==> src/mclp_pkg.sv <==
package mclp_pkg;

  localparam int unsigned NUM_KW      = 6;
  localparam int unsigned QUEUE_DEPTH = 2;

  localparam logic [2:0] ST_OK      = 3'd0;
  localparam logic [2:0] ST_EMPTY   = 3'd1;
  localparam logic [2:0] ST_UNKNOWN = 3'd2;
  localparam logic [2:0] ST_MISSING = 3'd3;
  localparam logic [2:0] ST_INVALID = 3'd4;

  localparam logic [2:0] KIND_NONE    = 3'd0;
  localparam logic [2:0] KIND_PING    = 3'd1;
  localparam logic [2:0] KIND_STATUS  = 3'd2;
  localparam logic [2:0] KIND_MOVE    = 3'd3;
  localparam logic [2:0] KIND_STOP    = 3'd4;
  localparam logic [2:0] KIND_ESTOP   = 3'd5;
  localparam logic [2:0] KIND_FLT_CLR = 3'd6;
  localparam logic [2:0] KIND_UNKNOWN = 3'd7;

  localparam logic [1:0] ARG_X = 2'd0;
  localparam logic [1:0] ARG_Y = 2'd1;
  localparam logic [1:0] ARG_F = 2'd2;

  localparam logic [22:0] POS_LIMIT  = 23'd2147483;
  localparam logic [22:0] FEED_LIMIT = 23'd4294967;
  localparam logic [9:0]  MM_SCALE   = 10'd1000;
  localparam logic [6:0]  TOKEN_MAX  = 7'd127;

  typedef struct packed {
    logic [7:0] ch;
    logic [3:0] dval;
    logic       nul;
    logic       delim;
    logic       digit;
    logic       last;
  } entry_t;

  function automatic logic [7:0] kw_char(input logic [2:0] k, input logic [3:0] pos);
    logic [95:0] t;
    int          idx;
    unique case (k)
      3'd0:    t = "PING        ";
      3'd1:    t = "STATUS      ";
      3'd2:    t = "MOVE        ";
      3'd3:    t = "STOP        ";
      3'd4:    t = "ESTOP       ";
      3'd5:    t = {"CLEAR_", "FAULT "};
      default: t = '0;
    endcase
    idx = 95 - 8 * int'(pos);
    return t[idx -: 8];
  endfunction

  function automatic logic [3:0] kw_len(input logic [2:0] k);
    unique case (k)
      3'd0:    return 4'd4;
      3'd1:    return 4'd6;
      3'd2:    return 4'd4;
      3'd3:    return 4'd4;
      3'd4:    return 4'd5;
      3'd5:    return 4'd11;
      default: return 4'd0;
    endcase
  endfunction

  function automatic logic [2:0] kw_kind(input logic [2:0] k);
    unique case (k)
      3'd0:    return KIND_PING;
      3'd1:    return KIND_STATUS;
      3'd2:    return KIND_MOVE;
      3'd3:    return KIND_STOP;
      3'd4:    return KIND_ESTOP;
      3'd5:    return KIND_FLT_CLR;
      default: return KIND_NONE;
    endcase
  endfunction

endpackage

==> src/motion_command_line_parser.sv <==
// Parses ASCII motion command lines one byte per cycle unless a stalled
// result fills the two-entry request queue that parts the byte classifier
// from the parser; the rate is set by the parser's per-byte state update.
// The byte flagged line_end produces one result in an output register, and
// it waits in the queue only while a previous result is still stalled.
module motion_command_line_parser #(
  parameter int unsigned LINE_BUFFER_BYTES = 96
) (
  input  logic               clk_i,
  input  logic               rst_ni,
  input  logic               in_valid_i,
  output logic               in_stall_o,
  input  logic [7:0]         char_byte_i,
  input  logic               line_end_i,
  output logic               out_valid_o,
  input  logic               out_stall_i,
  output logic [2:0]         parse_status_o,
  output logic [2:0]         command_kind_o,
  output logic signed [31:0] x_position_o,
  output logic signed [31:0] y_position_o,
  output logic [31:0]        feedrate_o
);

  logic             push, pop, full, q_valid;
  mclp_pkg::entry_t f_entry, q_entry;
  logic [31:0]      xo, yo;

  mclp_front u_front (
    .in_valid_i (in_valid_i),
    .char_byte_i(char_byte_i),
    .line_end_i (line_end_i),
    .full_i     (full),
    .in_stall_o (in_stall_o),
    .push_o     (push),
    .entry_o    (f_entry)
  );

  mclp_queue u_queue (
    .clk_i  (clk_i),
    .rst_ni (rst_ni),
    .push_i (push),
    .entry_i(f_entry),
    .pop_i  (pop),
    .full_o (full),
    .valid_o(q_valid),
    .entry_o(q_entry)
  );

  mclp_back #(.LINE_BUFFER_BYTES(LINE_BUFFER_BYTES)) u_back (
    .clk_i         (clk_i),
    .rst_ni        (rst_ni),
    .q_valid_i     (q_valid),
    .q_entry_i     (q_entry),
    .pop_o         (pop),
    .out_valid_o   (out_valid_o),
    .out_stall_i   (out_stall_i),
    .parse_status_o(parse_status_o),
    .command_kind_o(command_kind_o),
    .x_position_o  (xo),
    .y_position_o  (yo),
    .feedrate_o    (feedrate_o)
  );

  assign x_position_o = signed'(xo);
  assign y_position_o = signed'(yo);

endmodule

==> src/mclp_front.sv <==
module mclp_front (
  input  logic              in_valid_i,
  input  logic [7:0]        char_byte_i,
  input  logic              line_end_i,
  input  logic              full_i,
  output logic              in_stall_o,
  output logic              push_o,
  output mclp_pkg::entry_t  entry_o
);

  assign in_stall_o = full_i;
  assign push_o     = in_valid_i && !full_i;

  always_comb begin
    entry_o.ch    = char_byte_i;
    entry_o.dval  = 4'(char_byte_i - 8'h30);
    entry_o.nul   = (char_byte_i == 8'h00);
    entry_o.delim = (char_byte_i == 8'h20) || (char_byte_i == 8'h09) ||
                    (char_byte_i == 8'h0D) || (char_byte_i == 8'h0A);
    entry_o.digit = (char_byte_i >= 8'h30) && (char_byte_i <= 8'h39);
    entry_o.last  = line_end_i;
  end

endmodule

==> src/mclp_queue.sv <==
module mclp_queue (
  input  logic              clk_i,
  input  logic              rst_ni,
  input  logic              push_i,
  input  mclp_pkg::entry_t  entry_i,
  input  logic              pop_i,
  output logic              full_o,
  output logic              valid_o,
  output mclp_pkg::entry_t  entry_o
);

  localparam int unsigned PW = $clog2(mclp_pkg::QUEUE_DEPTH);
  localparam int unsigned CW = $clog2(mclp_pkg::QUEUE_DEPTH + 1);

  mclp_pkg::entry_t mem_q [mclp_pkg::QUEUE_DEPTH];
  logic [PW-1:0] wr_q, rd_q;
  logic [CW-1:0] cnt_q;

  assign full_o  = (cnt_q == CW'(mclp_pkg::QUEUE_DEPTH));
  assign valid_o = (cnt_q != '0);
  assign entry_o = mem_q[rd_q];

  always_ff @(posedge clk_i or negedge rst_ni) begin
    if (!rst_ni) begin
      wr_q  <= '0;
      rd_q  <= '0;
      cnt_q <= '0;
    end else begin
      if (push_i) wr_q <= PW'((32'(wr_q) + 1) % mclp_pkg::QUEUE_DEPTH);
      if (pop_i)  rd_q <= PW'((32'(rd_q) + 1) % mclp_pkg::QUEUE_DEPTH);
      if (push_i && !pop_i)      cnt_q <= cnt_q + 1'b1;
      else if (!push_i && pop_i) cnt_q <= cnt_q - 1'b1;
    end
  end

  always_ff @(posedge clk_i) begin
    if (push_i) mem_q[wr_q] <= entry_i;
  end

endmodule

==> src/mclp_back.sv <==
module mclp_back #(
  parameter int unsigned LINE_BUFFER_BYTES = 96
) (
  input  logic              clk_i,
  input  logic              rst_ni,
  input  logic              q_valid_i,
  input  mclp_pkg::entry_t  q_entry_i,
  output logic              pop_o,
  output logic              out_valid_o,
  input  logic              out_stall_i,
  output logic [2:0]        parse_status_o,
  output logic [2:0]        command_kind_o,
  output logic [31:0]       x_position_o,
  output logic [31:0]       y_position_o,
  output logic [31:0]       feedrate_o
);

  localparam int unsigned BW = $clog2(LINE_BUFFER_BYTES + 1);

  logic [BW-1:0] bc_q, bc_d;
  logic          nb_q, nb_d, tok_q, tok_d, neg_q, neg_d, sgn_q, sgn_d;
  logic          ovf_q, ovf_d, err_q, err_d, nul_q, nul_d;
  logic [6:0]    ti_q, ti_d, dc_q, dc_d;
  logic [5:0]    km_q, km_d;
  logic [2:0]    kf_q, kf_d, seen_q, seen_d;
  logic [1:0]    arg_q, arg_d;
  logic [22:0]   dv_q, dv_d;
  logic [31:0]   xs_q, xs_d, ys_q, ys_d, fs_q, fs_d;

  logic          out_valid_q;
  logic [2:0]    st_q, kd_q;
  logic [31:0]   xo_q, yo_q, fo_q;
  logic [2:0]    st_c, kd_c;
  logic [31:0]   xo_c, yo_c, fo_c;

  logic          take;

  assign take  = q_valid_i && (!q_entry_i.last || !out_valid_q || !out_stall_i);
  assign pop_o = take;

  always_comb begin
    logic [7:0]  c;
    logic        do_close;
    logic [26:0] wide;
    logic [31:0] mag;
    c = q_entry_i.ch;
    bc_d = bc_q; nb_d = nb_q; tok_d = tok_q; neg_d = neg_q; sgn_d = sgn_q;
    ovf_d = ovf_q; err_d = err_q; nul_d = nul_q; ti_d = ti_q; dc_d = dc_q;
    km_d = km_q; kf_d = kf_q; seen_d = seen_q; arg_d = arg_q; dv_d = dv_q;
    xs_d = xs_q; ys_d = ys_q; fs_d = fs_q;
    st_c = mclp_pkg::ST_OK; kd_c = mclp_pkg::KIND_NONE;
    xo_c = '0; yo_c = '0; fo_c = '0;
    do_close = 1'b0;
    wide = '0;
    mag = '0;
    if (take) begin
      if (q_entry_i.nul) nul_d = 1'b1;
      if (!nul_d) begin
        if (bc_d < BW'(LINE_BUFFER_BYTES)) bc_d = bc_d + 1'b1;
        if (q_entry_i.delim) begin
          do_close = tok_d;
          tok_d    = 1'b0;
        end else begin
          nb_d = 1'b1;
          if (!tok_d) begin
            tok_d = 1'b1;
            ti_d  = '0;
            if (kf_d == mclp_pkg::KIND_NONE) begin
              km_d = '1;
            end else if (kf_d == mclp_pkg::KIND_MOVE) begin
              arg_d = mclp_pkg::ARG_X; neg_d = 1'b0; sgn_d = 1'b0;
              dc_d = '0; dv_d = '0; ovf_d = 1'b0;
            end else if (kf_d != mclp_pkg::KIND_UNKNOWN) begin
              err_d = 1'b1;
            end
          end
          if (kf_d == mclp_pkg::KIND_NONE) begin
            for (int k = 0; k < mclp_pkg::NUM_KW; k++) begin
              if (ti_d >= 7'(mclp_pkg::kw_len(3'(k)))) km_d[k] = 1'b0;
              else if (mclp_pkg::kw_char(3'(k), ti_d[3:0]) != c) km_d[k] = 1'b0;
            end
          end else if (kf_d == mclp_pkg::KIND_MOVE && !err_d) begin
            if (ti_d == 7'd0) begin
              if (c == "X")      arg_d = mclp_pkg::ARG_X;
              else if (c == "Y") arg_d = mclp_pkg::ARG_Y;
              else if (c == "F") arg_d = mclp_pkg::ARG_F;
              else               err_d = 1'b1;
            end else if (ti_d == 7'd1) begin
              if (c != "=" || seen_d[arg_d]) err_d = 1'b1;
            end else if ((c == 8'h0B || c == 8'h0C) && !sgn_d && dc_d == '0) begin
              sgn_d = sgn_d;
            end else if ((c == "+" || c == "-") && !sgn_d && dc_d == '0) begin
              sgn_d = 1'b1;
              neg_d = (c == "-");
            end else if (q_entry_i.digit) begin
              if (dc_d < mclp_pkg::TOKEN_MAX) dc_d = dc_d + 1'b1;
              if (!ovf_d) begin
                wide = 27'(dv_d) * 27'd10 + 27'(q_entry_i.dval);
                if (wide > 27'(mclp_pkg::FEED_LIMIT)) begin
                  ovf_d = 1'b1;
                  dv_d  = mclp_pkg::FEED_LIMIT + 1'b1;
                end else begin
                  dv_d = wide[22:0];
                end
              end
            end else begin
              err_d = 1'b1;
            end
          end
          if (ti_d < mclp_pkg::TOKEN_MAX) ti_d = ti_d + 1'b1;
        end
      end
      if (q_entry_i.last && tok_d) begin
        do_close = 1'b1;
        tok_d    = 1'b0;
      end
      if (do_close) begin
        if (kf_d == mclp_pkg::KIND_NONE) begin
          kf_d = mclp_pkg::KIND_UNKNOWN;
          for (int k = 0; k < mclp_pkg::NUM_KW; k++) begin
            if (km_d[k] && ti_d == 7'(mclp_pkg::kw_len(3'(k)))) kf_d = mclp_pkg::kw_kind(3'(k));
          end
        end else if (kf_d == mclp_pkg::KIND_MOVE && !err_d) begin
          mag = 32'(33'(dv_d) * 33'(mclp_pkg::MM_SCALE));
          if (ti_d < 7'd2 || dc_d == '0 || ovf_d) begin
            err_d = 1'b1;
          end else if (arg_d == mclp_pkg::ARG_F) begin
            if (neg_d || dv_d == '0) err_d = 1'b1;
            else begin
              fs_d = mag;
              seen_d[2] = 1'b1;
            end
          end else if (dv_d > mclp_pkg::POS_LIMIT) begin
            err_d = 1'b1;
          end else begin
            if (neg_d) mag = 32'd0 - mag;
            if (arg_d == mclp_pkg::ARG_X) xs_d = mag;
            else ys_d = mag;
            seen_d[arg_d] = 1'b1;
          end
        end
      end
      if (q_entry_i.last) begin
        if (!nb_d) st_c = mclp_pkg::ST_EMPTY;
        else if (bc_d >= BW'(LINE_BUFFER_BYTES)) st_c = mclp_pkg::ST_INVALID;
        else if (kf_d == mclp_pkg::KIND_UNKNOWN || kf_d == mclp_pkg::KIND_NONE)
          st_c = mclp_pkg::ST_UNKNOWN;
        else if (err_d) st_c = mclp_pkg::ST_INVALID;
        else if (kf_d == mclp_pkg::KIND_MOVE && seen_d != 3'b111) st_c = mclp_pkg::ST_MISSING;
        else begin
          kd_c = kf_d;
          if (kf_d == mclp_pkg::KIND_MOVE) begin
            xo_c = xs_d; yo_c = ys_d; fo_c = fs_d;
          end
        end
        bc_d = '0; nb_d = 1'b0; tok_d = 1'b0; neg_d = 1'b0; sgn_d = 1'b0;
        ovf_d = 1'b0; err_d = 1'b0; nul_d = 1'b0; ti_d = '0; dc_d = '0;
        km_d = '1; kf_d = mclp_pkg::KIND_NONE; seen_d = '0; arg_d = mclp_pkg::ARG_X;
        dv_d = '0; xs_d = '0; ys_d = '0; fs_d = '0;
      end
    end
  end

  always_ff @(posedge clk_i or negedge rst_ni) begin
    if (!rst_ni) begin
      bc_q <= '0; nb_q <= 1'b0; tok_q <= 1'b0; neg_q <= 1'b0; sgn_q <= 1'b0;
      ovf_q <= 1'b0; err_q <= 1'b0; nul_q <= 1'b0; ti_q <= '0; dc_q <= '0;
      km_q <= '1; kf_q <= mclp_pkg::KIND_NONE; seen_q <= '0; arg_q <= mclp_pkg::ARG_X;
      dv_q <= '0; xs_q <= '0; ys_q <= '0; fs_q <= '0;
      out_valid_q <= 1'b0;
    end else begin
      bc_q <= bc_d; nb_q <= nb_d; tok_q <= tok_d; neg_q <= neg_d; sgn_q <= sgn_d;
      ovf_q <= ovf_d; err_q <= err_d; nul_q <= nul_d; ti_q <= ti_d; dc_q <= dc_d;
      km_q <= km_d; kf_q <= kf_d; seen_q <= seen_d; arg_q <= arg_d;
      dv_q <= dv_d; xs_q <= xs_d; ys_q <= ys_d; fs_q <= fs_d;
      if (take && q_entry_i.last) out_valid_q <= 1'b1;
      else if (!out_stall_i)      out_valid_q <= 1'b0;
    end
  end

  always_ff @(posedge clk_i) begin
    if (take && q_entry_i.last) begin
      st_q <= st_c; kd_q <= kd_c; xo_q <= xo_c; yo_q <= yo_c; fo_q <= fo_c;
    end
  end

  assign out_valid_o    = out_valid_q;
  assign parse_status_o = st_q;
  assign command_kind_o = kd_q;
  assign x_position_o   = xo_q;
  assign y_position_o   = yo_q;
  assign feedrate_o     = fo_q;

endmodule

==> config.mk <==
export PLATFORM = sky130hd
export DESIGN_NAME = motion_command_line_parser
export DESIGN_NICKNAME = d
export VERILOG_FILES = /design/src/mclp_pkg.sv /design/src/motion_command_line_parser.sv /design/src/mclp_front.sv /design/src/mclp_queue.sv /design/src/mclp_back.sv
export SDC_FILE = /design/constraint.sdc
export NUM_CORES = 1
export LEC_CHECK = 0
export ABC_CLOCK_PERIOD_IN_PS = 19100
export BUFFER_PORTS_ARGS = -buffer_cell sky130_fd_sc_hd__buf_2
export CAP_MARGIN = 0
export CORE_ASPECT_RATIO = 0.5
export CORE_MARGIN = 10
export CORE_UTILIZATION = 50
export CTS_CLUSTER_DIAMETER = 80
export DETAILED_ROUTE_END_ITERATION = 10
export PLACE_DENSITY_LB_ADDON = 0.12
export SETUP_SLACK_MARGIN = 0.2
export SLEW_MARGIN = 10
export SYNTH_ARGS = -nofsm -noshare
export SYNTH_HDL_FRONTEND = slang
export SYNTH_HIERARCHICAL = 1
export SYNTH_SLANG_ARGS = --single-unit
==> constraint.sdc <==
create_clock -name clk_i -period 19.1 [get_ports clk_i]
set_input_delay 3.82 -clock clk_i [delete_from_list [all_inputs] [get_ports clk_i]]
set_output_delay 3.82 -clock clk_i [all_outputs]
set_load 0.005 [all_outputs]
## After elaboration in Yosys (flattened, before gate mapping)

Memory sizes are Yosys's and may differ from the RTL's.
Cells that the tools add are included.

- Magnitude comparators: 16
- Eq/ne operators: 33
- Reduce and logical (&&, ||, !) cells: 58
- $add $sub $neg: 11
- Shifts and indexed selects: 6
- Div/mod/pow operators: 0
- Multipliers: 2
- Bitwise logic cells: 5
- Multiplexer cells: 291

Operators by type and width:

| cell | count |
|---|---|
| $mux 96 | 30 |
| $mux 32 | 24 |
| $shiftx 103x32->8 | 6 |
| $mux 23 | 19 |
| $mux 7 | 31 |
| $mux 1 | 114 |
| $mux 4 | 24 |
| $mux 3 | 20 |
| $ne 8x8->1 | 6 |
| $mux 6 | 7 |
| $eq 8x4->1 const B | 5 |
| $mux 2 | 20 |
| $sub 1x32->32 const A | 1 |
| $mul 23x7->29 const B | 1 |
| $eq 7x4->1 | 4 |
| $ge 7x4->1 | 4 |
| $add 27x4->27 | 1 |
| $gt 27x23->1 const B | 1 |
| $mul 23x3->26 const B | 1 |
| $eq 8x6->1 const B | 3 |
| $eq 8x7->1 const B | 3 |
| $gt 23x22->1 const B | 1 |
| $logic_not 23->1 | 1 |
| $add 7x1->7 const B | 3 |
| 36 further kinds | 92 |

- Memories: 1
- Input bits: 13
- Register bits: 268
- RAM bits: 32
- Bits in read-only memories: 0
- Output and inout port bits: 104
- Logic and storage cells: 452
- Bits in latches: 0

Memories:

| memory | words | width | rd ports | clocked after Yosys merged registers in | wr ports | line | source |
|---|---|---|---|---|---|---|---|
| u_queue.mem_q | 2 | 16 | 1 | 0 | 1 | mclp_queue.sv:15 | `mclp_pkg::entry_t mem_q [mclp_pkg::QUEUE_DEPTH];` |

## Logic depth before layout (Yosys ltp)

Gate-level depths: netlist (run 1).
An unclocked memory read counts as a cell.

- Depth in word-level cells: 39
- Mapped depth: 47

## Modules after synthesis

Netlist (run 1), hierarchy kept.

By module, submodules not included:

| module | sequential area each (um2) | instances | cells an instance | area an instance (um2) |
|---|---|---|---|---|
| mclp_back | 7124.3 | 1 | 2353 | 21525.6 |
| mclp_queue | 1061.0 | 1 | 66 | 1395.1 |
| mclp_front | 0.0 | 1 | 27 | 197.7 |

## Least setup slack after synthesis (run 1)

Ideal clock, no wire load.

- Kind: register -> register
- From: reg u_back.tok_q
- To: reg u_back.yo_q[27] (netlist: u_back/y_position_o[27]) (data pin)
- Library setup time: 0.190 ns
- Data required time: 18.910 ns
- Stages on the path, launching flop included: 44
- Arrival time: 11.701 ns
- Path buffers: 5
- Path slack: 7.209 ns
- Cells stage by stage: dfrtp_1 clkbuf_1 nand4bb_1 clkbuf_1 clkbuf_1 clkbuf_1 and2_1 ha_1 ha_1 fa_1 a211oi_1 o21a_1 o32ai_1 or3_4 nor4b_4 nand4_1 o31a_1 o21a_1 [8 not listed] fa_1 fa_1 inv_1 ha_1 o21a_1 o21ai_0 nand2b_1 o21a_1 xnor2_1 or4_1 or4_1 or4_1 or3b_2 or2_1 o21ai_0 xnor2_1 nand2_1 a2111oi_2

- Word-level cells in the longest chain between the ends: 31

RTL lines:

| element | line | source |
|---|---|---|
| start: declaration | mclp_back.sv:21 | `logic nb_q, nb_d, tok_q, tok_d, neg_q, neg_d, sgn_q, sgn_d;` |
| start signal: assignment | mclp_back.sv:166 | `bc_q <= '0; nb_q <= 1'b0; tok_q <= 1'b0; neg_q <= 1'b0; sgn_q <= 1'b0;` |
| start signal: assignment | mclp_back.sv:172 | `bc_q <= bc_d; nb_q <= nb_d; tok_q <= tok_d; neg_q <= neg_d; sgn_q <= sgn_d;` |
| branches (longest 31 deep; another with $add 27x4->27) | n/a |  |
| end signal: assignment | mclp_back.sv:183 | `st_q <= st_c; kd_q <= kd_c; xo_q <= xo_c; yo_q <= yo_c; fo_q <= fo_c;` |
| end: declaration | mclp_back.sv:32 | `logic [31:0] xo_q, yo_q, fo_q;` |

Several ways; the timed one is not identified. The select of a mux whose other input is x is not followed.
A chain may end at the register's enable or synchronous reset.

## Final worst setup path (run 1)

- From: reg u_back.tok_q
- To: reg u_back.yo_q[31] (netlist: u_back/y_position_o[31]) (data pin)

Same word-level chain as after synthesis.

==> results of run 1 <==
==> through the flow <==
step,hold WS [ps],util,total power [mW],instances
2_1_floorplan,442,-,1.43,2446
5_1_grt,498,0.551,2.43,3100
4_1_cts,477,0.551,2.31,3100
3_5_place_dp,462,0.530,1.72,3044
3_3_place_gp,455,0.530,1.71,3044
6_report,470,0.551,2.30,3100
==> worst min path at each step <==
stage / to / slack (ps)
after floorplan: u_back/xs_q[3]$_DFFE_PN0P_ / 440
after global placement: u_back/xs_q[3]$_DFFE_PN0P_ / 450
after detailed placement: u_back/xs_q[3]$_DFFE_PN0P_ / 460
after CTS: u_back/xs_q[3]$_DFFE_PN0P_ / 480
after global routing: u_queue/cnt_q[1]$_DFFE_PN0P_ / 500
final: u_back/xs_q[3]$_DFFE_PN0P_ / 470
==> synthesized netlist by cell type (all sizes together) (21+ instances only) <==
cell type / instances / area share
nor2b: 22 / 0.0060
a2111oi: 31 / 0.021
nor4: 95 / 0.026
nand2: 248 / 0.040
nand3: 44 / 0.0095
fa: 76 / 0.066
ha: 147 / 0.080
or2: 21 / 0.0057
inv: 182 / 0.030
xor2: 47 / 0.018
clkbuf: 93 / 0.015
dfrtp: 160 / 0.17
mux2i: 49 / 0.021
and2: 62 / 0.017
nand4: 26 / 0.0070
a21oi: 122 / 0.027
nand2b: 23 / 0.0062
nor3: 46 / 0.010
edfxtp: 134 / 0.17
buf: 56 / 0.015
o21ai: 168 / 0.037
nor2: 138 / 0.022
a22o: 44 / 0.017
xnor2: 89 / 0.034
==> flip-flops by register name (all words and copies together), names as in the netlist, 6 cells and up <==
name	cells
u_back/dc_q	7
u_queue/mem_q	32
u_back/x_position_o	32
u_back/km_q	6
u_back/ti_q	7
u_back/dv_q	23
u_back/fs_q	32
u_back/y_position_o	32
u_back/ys_q	32
u_back/xs_q	32
u_back/feedrate_o	32
u_back/bc_q	7
==> layout make-up <==
cell class / count / area, um2
Tap cell: 598 / 748
Clock buffer: 43 / 833
Clock inverter: 13 / 134
Inverter: 184 / 696
Multi-Input combinational cell: 1813 / 13600
Fill cell: 4121 / 20400
Sequential cell: 300 / 8190
Timing Repair Buffer: 149 / 835
==> layout by cell type, fill, tap and decap left out, types with 11 or more instances in the layout <==
| cell | count |
|---|---|
| nand2_1 | 246 |
| inv_1 | 178 |
| o21ai_0 | 160 |
| dfrtp_1 | 160 |
| ha_1 | 147 |
| nor2_1 | 137 |
| edfxtp_1 | 134 |
| a21oi_1 | 119 |
| buf_2 | 115 |
| nor4_1 | 93 |
| xnor2_1 | 89 |
| fa_1 | 76 |
| and2_1 | 56 |
| mux2i_1 | 49 |
| xor2_1 | 47 |
| nand3_1 | 44 |
| nor3_1 | 44 |
| a22o_1 | 43 |
| buf_4 | 33 |
| clkbuf_16 | 30 |
| nand4_1 | 26 |
| nand2b_1 | 23 |
| nor2b_1 | 22 |
| a21o_1 | 20 |
| o22ai_1 | 19 |
| o211ai_1 | 18 |
| a2111oi_2 | 18 |
| a211oi_1 | 17 |
| or2_2 | 17 |
| o21a_1 | 16 |
| o31ai_1 | 15 |
| a31oi_1 | 13 |
| and3_1 | 11 |
| a32oi_1 | 11 |
==> logic make-up (layout without fill, tap and decap cells) <==
| group | Yosys count | in the layout | synth area share |
|---|---|---|---|
| simple gates | 793 | 793 | 0.174 |
| xor+xnor | 136 | 136 | 0.0515 |
| flops | 300 | 300 | 0.354 |
| mux | 68 | 68 | 0.0319 |
| fa+ha+maj | 223 | 223 | 0.145 |
| compound gates | 593 | 593 | 0.183 |
| buf+inv | 333 | 389 | 0.0604 |
==> critical path, delay by kind of cell, from the launching register on <==
kind | cells | cell delay [ps]
adders and majority gates | 8 | 3110
AOI/OAI and AO/OA | 9 | 2360
buffers and inverters | 3 | 480
DFF | 1 | 860
and+or+nand+nor | 14 | 4960
xor gates and xnor gates | 5 | 1210
==> where the power goes <==
group | switching (mW) | total [mW] | leakage [nW] | internal [mW]
sequential | 0.0589 | 0.875 | 3.63 | 0.816
clock | 0.271 | 0.591 | 0.473 | 0.321
combinational | 0.582 | 0.833 | 6.61 | 0.250
total | 0.912 | 2.30 | 10.7 | 1.39
==> metal layers <==
metal / vias to the layer above / routed length, um / track usage
met5: - / 0 / 0
met4: 0 / 1030 / 0.0431
met1: 9363 / 32100 / 0.353
met2: 644 / 28000 / 0.346
met3: 70 / 4230 / 0.0329
li1: 8868 / - / -
==> out/results.tsv, run 1 <==
stage	metric	value	unit
global_route	grt_remaining_overflow	0	
timing	grt_setup_unrepaired	no	
job	maxCapViolations	0	
placed_design	gp_congestion	0.907	
floorplan	die_h	172	um
cells_and_area	area_growth_syn_to_layout	8.25	%
global_route	grt_max_degree	81	
timing	fmax	75.3	MHz
clock_network	hold_buffers	0	
yosys	yosys_register_bits	300	
yosys	ys_seq_area_frac	0.354	
detailed_routing	antenna_left	0	
clock_network	cts_tree	built	
cells_and_area	final_net_count	2714	
setup_path	worst_path_max_delay_cell	dfrtp_1	
setup_path	r2r_end	u_back/y_position_o[31]$_SDFFCE_PP0P_	
pwr	ir_drop	0.0836	mV
yosys	synth_nets	2682	
cells_and_area	antenna_cells	0	
setup_path	worstReg2RegStart	u_back/tok_q$_DFFE_PN0P_	
yosys	synthCells	2446	
setup_path	worstSetupPathType	reg2reg	
yosys	ys_types	109	
timing	fin_crit_sh	0.695	
setup_path	cp-end-kind	flop	
setup_path	crit_required	19420	ps
setup_path	path_max_fanout	43	
cells_and_area	final_area	25000	um2
clock_network	postCtsSetupRepairBufs	0	
detailed_routing	vias	18900	
setup_path	max_stage_delay	860	ps
cells_and_area	drive_above_1_share	0.120	
detailed_routing	first_pass_iters	6	
detailed_routing	wl_per_cell	21.1	um
detailed_routing	drc_errors	0	
global_route	grt.total_usage	0.232	
placed_design	dp_slack	6060	ps
yosys	synth_edf_count	134	
pwr	powerDensity	91.9	nW/um2
timing	fin_crit	13270	ps
floorplan	core_area	45400	um2
detailed_routing	initialDrtViolationCount	1671	
worst_hold_path	hold_path_depth	2	
yosys	async_reset_ff_frac	0.553	
clock_network	clockBufferDepth	3	
floorplan	die_w	324	um
clock_network	cts.sinks	300	
timing	setup_slack	5830	ps
floorplan	start_util	0.509	
floorplan	rows	55	
worst_hold_path	hold_path_class	reg2reg	
setup_path	cp.arrival	13590	ps
placed_design	place_area	24100	um2
setup_path	crit_start	u_back/tok_q$_DFFE_PN0P_	
clock_network	clk_pin_slew_worst_paths	70	ps
timing	finalSetupViolations	0	
run_status	status	completed	
clock_network	cts_root_buf	clkbuf_16	
global_route	grt_pass1_wl	104000	um
clock_network	cts_buffers	30	
yosys	ys_warn_count	6	
placed_design	port_buffers	116	
timing	hold_violations	0	
timing	finalSetupTns	0	ps
global_route	grt_pass1_vias	17900	
setup_path	reg2reg_depth	39	
floorplan	ios	117	
detailed_routing	routed_wl	65300	um
global_route	antenna_found_initial	0	
pwr	p_leak	10.7	nW
timing	slew_viol_final	0	
timing	tightest_slew	1110	ps
detailed_routing	viasPerCell	6.11	
clock_network	h-tree-depth	1	
placed_design	hpwlAfterDp	46900	um
setup_path	crit_path_end	u_back/y_position_o[31]$_SDFFCE_PP0P_	
clock_network	clock_latency	610	ps
setup_path	regToRegSetupSlack	5830	ps
yosys	synth_ff_type	dfrtp_1	
timing	skew	33.2	ps
timing	slew_headroom	0.258	
setup_path	startpoint_type	flop	
clock_network	cts_resized	0	
yosys	syn_area	23100	um2
worst_hold_path	min_from	u_back/xs_q[3]$_DFFE_PN0P_	
yosys	avgSynthCellArea	9.45	um2
floorplan	die_area	55800	um2
Note: power is estimated with default switching activity, not from simulation.
==> run 2, diff against run 1 <==
ABC_CLOCK_PERIOD_IN_PS = 13300   (was 19100)
clock period = 13.3 ns   (was 19.1 ns; I/O delays follow)
==> run 2 against run 1 <==
  * Global-route usage decreased by 0.21 points
  * Non-clock buffer count grew 20
  * Critical endpoint is now u_back/y_position_o[27]$_SDFFCE_PP0P_
  * Largest power group unchanged
  * Worst hold slack improved by 11 ps
  * Highest routed layer unchanged
==> out/results.tsv, run 2 (same netlist as run 1, synthesis figures left out) <==
stage	metric	value	unit	change
placed_design	hpwlAfterDp	47000	um	+0.14%
timing	slew_viol_final	0		unchanged
cells_and_area	final_cell_mix	246 x nand2_1, 178 x inv_1, 160 x dfrtp_1		
placed_design	port_buffers	116		unchanged
detailed_routing	met2WireLength	27700	um	-0.93%
setup_path	worstSetupPathType	reg2reg		
floorplan	die_w	324	um	unchanged
floorplan	rows	55		unchanged
run_status	status	completed		
floorplan	ios	117		unchanged
detailed_routing	wl_per_cell	20.7	um	-1.6%
timing	finalSetupViolations	0		unchanged
timing	tightest_slew	1090	ps	-23.7 ps
setup_path	startpoint_type	flop		
cells_and_area	utilization	0.555		+0.00358
clock_network	clock_latency	600	ps	about the same
cells_and_area	drive_above_1_share	0.127		+0.00738
cells_and_area	final_common_cell	nand2_1		
timing	whs	481	ps	+10.6 ps
clock_network	cts_buffers	30		unchanged
clock_network	postCtsSetupRepairBufs	0		unchanged
clock_network	cts_root_buf	clkbuf_16		
timing	hold_violations	0		unchanged
cells_and_area	final_net_count	2734		+0.74%
placed_design	gp_congestion	0.916		+0.99%
timing	fmax	80.6	MHz	+7.0%
cells_and_area	antenna_cells	0		unchanged
clock_network	clk_pin_slew_worst_paths	70	ps	about the same
setup_path	cp-end-kind	flop		
job	maxCapViolations	0		unchanged
clock_network	cts.sinks	300		unchanged
global_route	antenna_found_initial	0		unchanged
cells_and_area	multi_input_area	13600	um2	+0.12%
floorplan	start_util	0.509		unchanged
placed_design	place_inst	3064		+0.66%
detailed_routing	initialDrtViolationCount	1695		+1.4%
cells_and_area	instances_no_fill	3120		+0.65%
timing	skew	17.5	ps	-15.7 ps
setup_path	path_max_fanout	43		unchanged
setup_path	cp.arrival	12800	ps	-790 ps
detailed_routing	drc_errors	0		unchanged
setup_path	worst_path_max_delay_cell	or4_1		
cells_and_area	fill_cells	4073		-1.2%
timing	fin_crit_sh	0.932		+0.238
floorplan	core_area	45400	um2	unchanged
clock_network	clockBufferDepth	3		unchanged
global_route	grt.total_usage	0.229		-0.00213
cells_and_area	ff_latch_area	8190	um2	unchanged
global_route	grt_remaining_overflow	0		unchanged
worst_hold_path	hold_path_class	reg2reg		
pwr	powerDensity	132	nW/um2	+44%
detailed_routing	vias	18700		-1.1%
timing	fin_crit	12400	ps	-871 ps
detailed_routing	highest_layer	met4		
cells_and_area	area_growth_syn_to_layout	8.96	%	
timing	grt_setup_unrepaired	no		
setup_path	max_stage_delay	640	ps	-220 ps
detailed_routing	first_pass_iters	5		-1
detailed_routing	viasPerCell	6.00		-1.8%
global_route	grt_pass1_wl	103000	um	-1.1%
timing	slew_headroom	0.274		+0.0158
detailed_routing	antenna_left	0		unchanged
timing	finalSetupTns	0	ps	unchanged
pwr	p_leak	10.8	nW	+0.89%
pwr	ir_drop	0.145	mV	+73%
global_route	grt_max_degree	79		-2.5%
setup_path	crit_required	13690	ps	-5730 ps
clock_network	h-tree-depth	1		unchanged
detailed_routing	drt-met1-wl	31400	um	-2.1%
clock_network	cts_tree	built		
pwr	p_total	3.32	mW	+44%
floorplan	die_area	55800	um2	unchanged
detailed_routing	met3_length	4330	um	+2.2%
floorplan	die_h	172	um	unchanged
detailed_routing	routed_wl	64700	um	-0.96%
global_route	grt_pass1_vias	18000		+0.52%
==> run 2: layout make-up <==
class                      count  share of cell area
clock buffer                  39              0.0315
clock inverter                17             0.00671
inverter                     184              0.0276
multi-input combinational   1813               0.540
sequential                   300               0.325
tap                          598              0.0297
timing repair buffer         169              0.0391
==> run 2: worst max-delay path: cells and delay by family, from the launching register on <==
kind | cells | cell delay (ps)
and+or+nand+nor | 13 | 4220
AOI/OAI and AO/OA | 13 | 3470
adders and majority gates | 8 | 3200
buffers and inverters | 3 | 480
DFF | 1 | 450
xor gates and xnor gates | 2 | 350
==> run 2: layer usage <==
metal	GRT usage	vias to the layer above
li1	-	8908
met1	0.341	9155
met2	0.348	573
met3	0.0362	92
met4	0.0477	0
met5	0	-
==> run 2: metrics by stage <==
step | area, um2 | setup slack (ps)
after floorplan | 23100 | 1410
after global placement | 24200 | 1220
after detailed placement | 24200 | 903
after CTS | 25200 | 898
after global routing | 25200 | 225
final | 25200 | 898
==> run 2: worst paths after layout <==
| path | to | slack [ps] | depth (start not counted) | startpoint |
|---|---|---|---|---|
| max reg2reg | u_back/y_position_o[27]$_SDFFCE_PP0P_ | 900 | 39 | u_back/kf_q[0]$_DFFE_PN0P_ |
| min reg2reg | u_back/fs_q[25]$_DFFE_PN0P_ | 480 | 2 | u_back/fs_q[25]$_DFFE_PN0P_ |
| max in group asynchronous | u_back/ys_q[30]$_DFFE_PN0P_ | 9290 | 3 | rst_ni |
| max | u_back/y_position_o[27]$_SDFFCE_PP0P_ | 900 | 39 | u_back/kf_q[0]$_DFFE_PN0P_ |
| min | u_back/fs_q[25]$_DFFE_PN0P_ | 480 | 2 | u_back/fs_q[25]$_DFFE_PN0P_ |
| min in group asynchronous | u_queue/wr_q$_DFFE_PN0P_ | 2010 | 1 | rst_ni |
==> run 2: power by group <==
group / leakage, nW / internal (mW) / switching, mW
sequential: 3.63 / 1.17 / 0.0736
combinational: 6.71 / 0.370 / 0.855
clock: 0.474 / 0.464 / 0.385
total: 10.8 / 2.01 / 1.31
==> run 2: timing repair <==
action / CTS / global route
endpoints found under the setup margin: 0 / 4
resized for setup: 0 / 2
hold buffers: 0 / 0
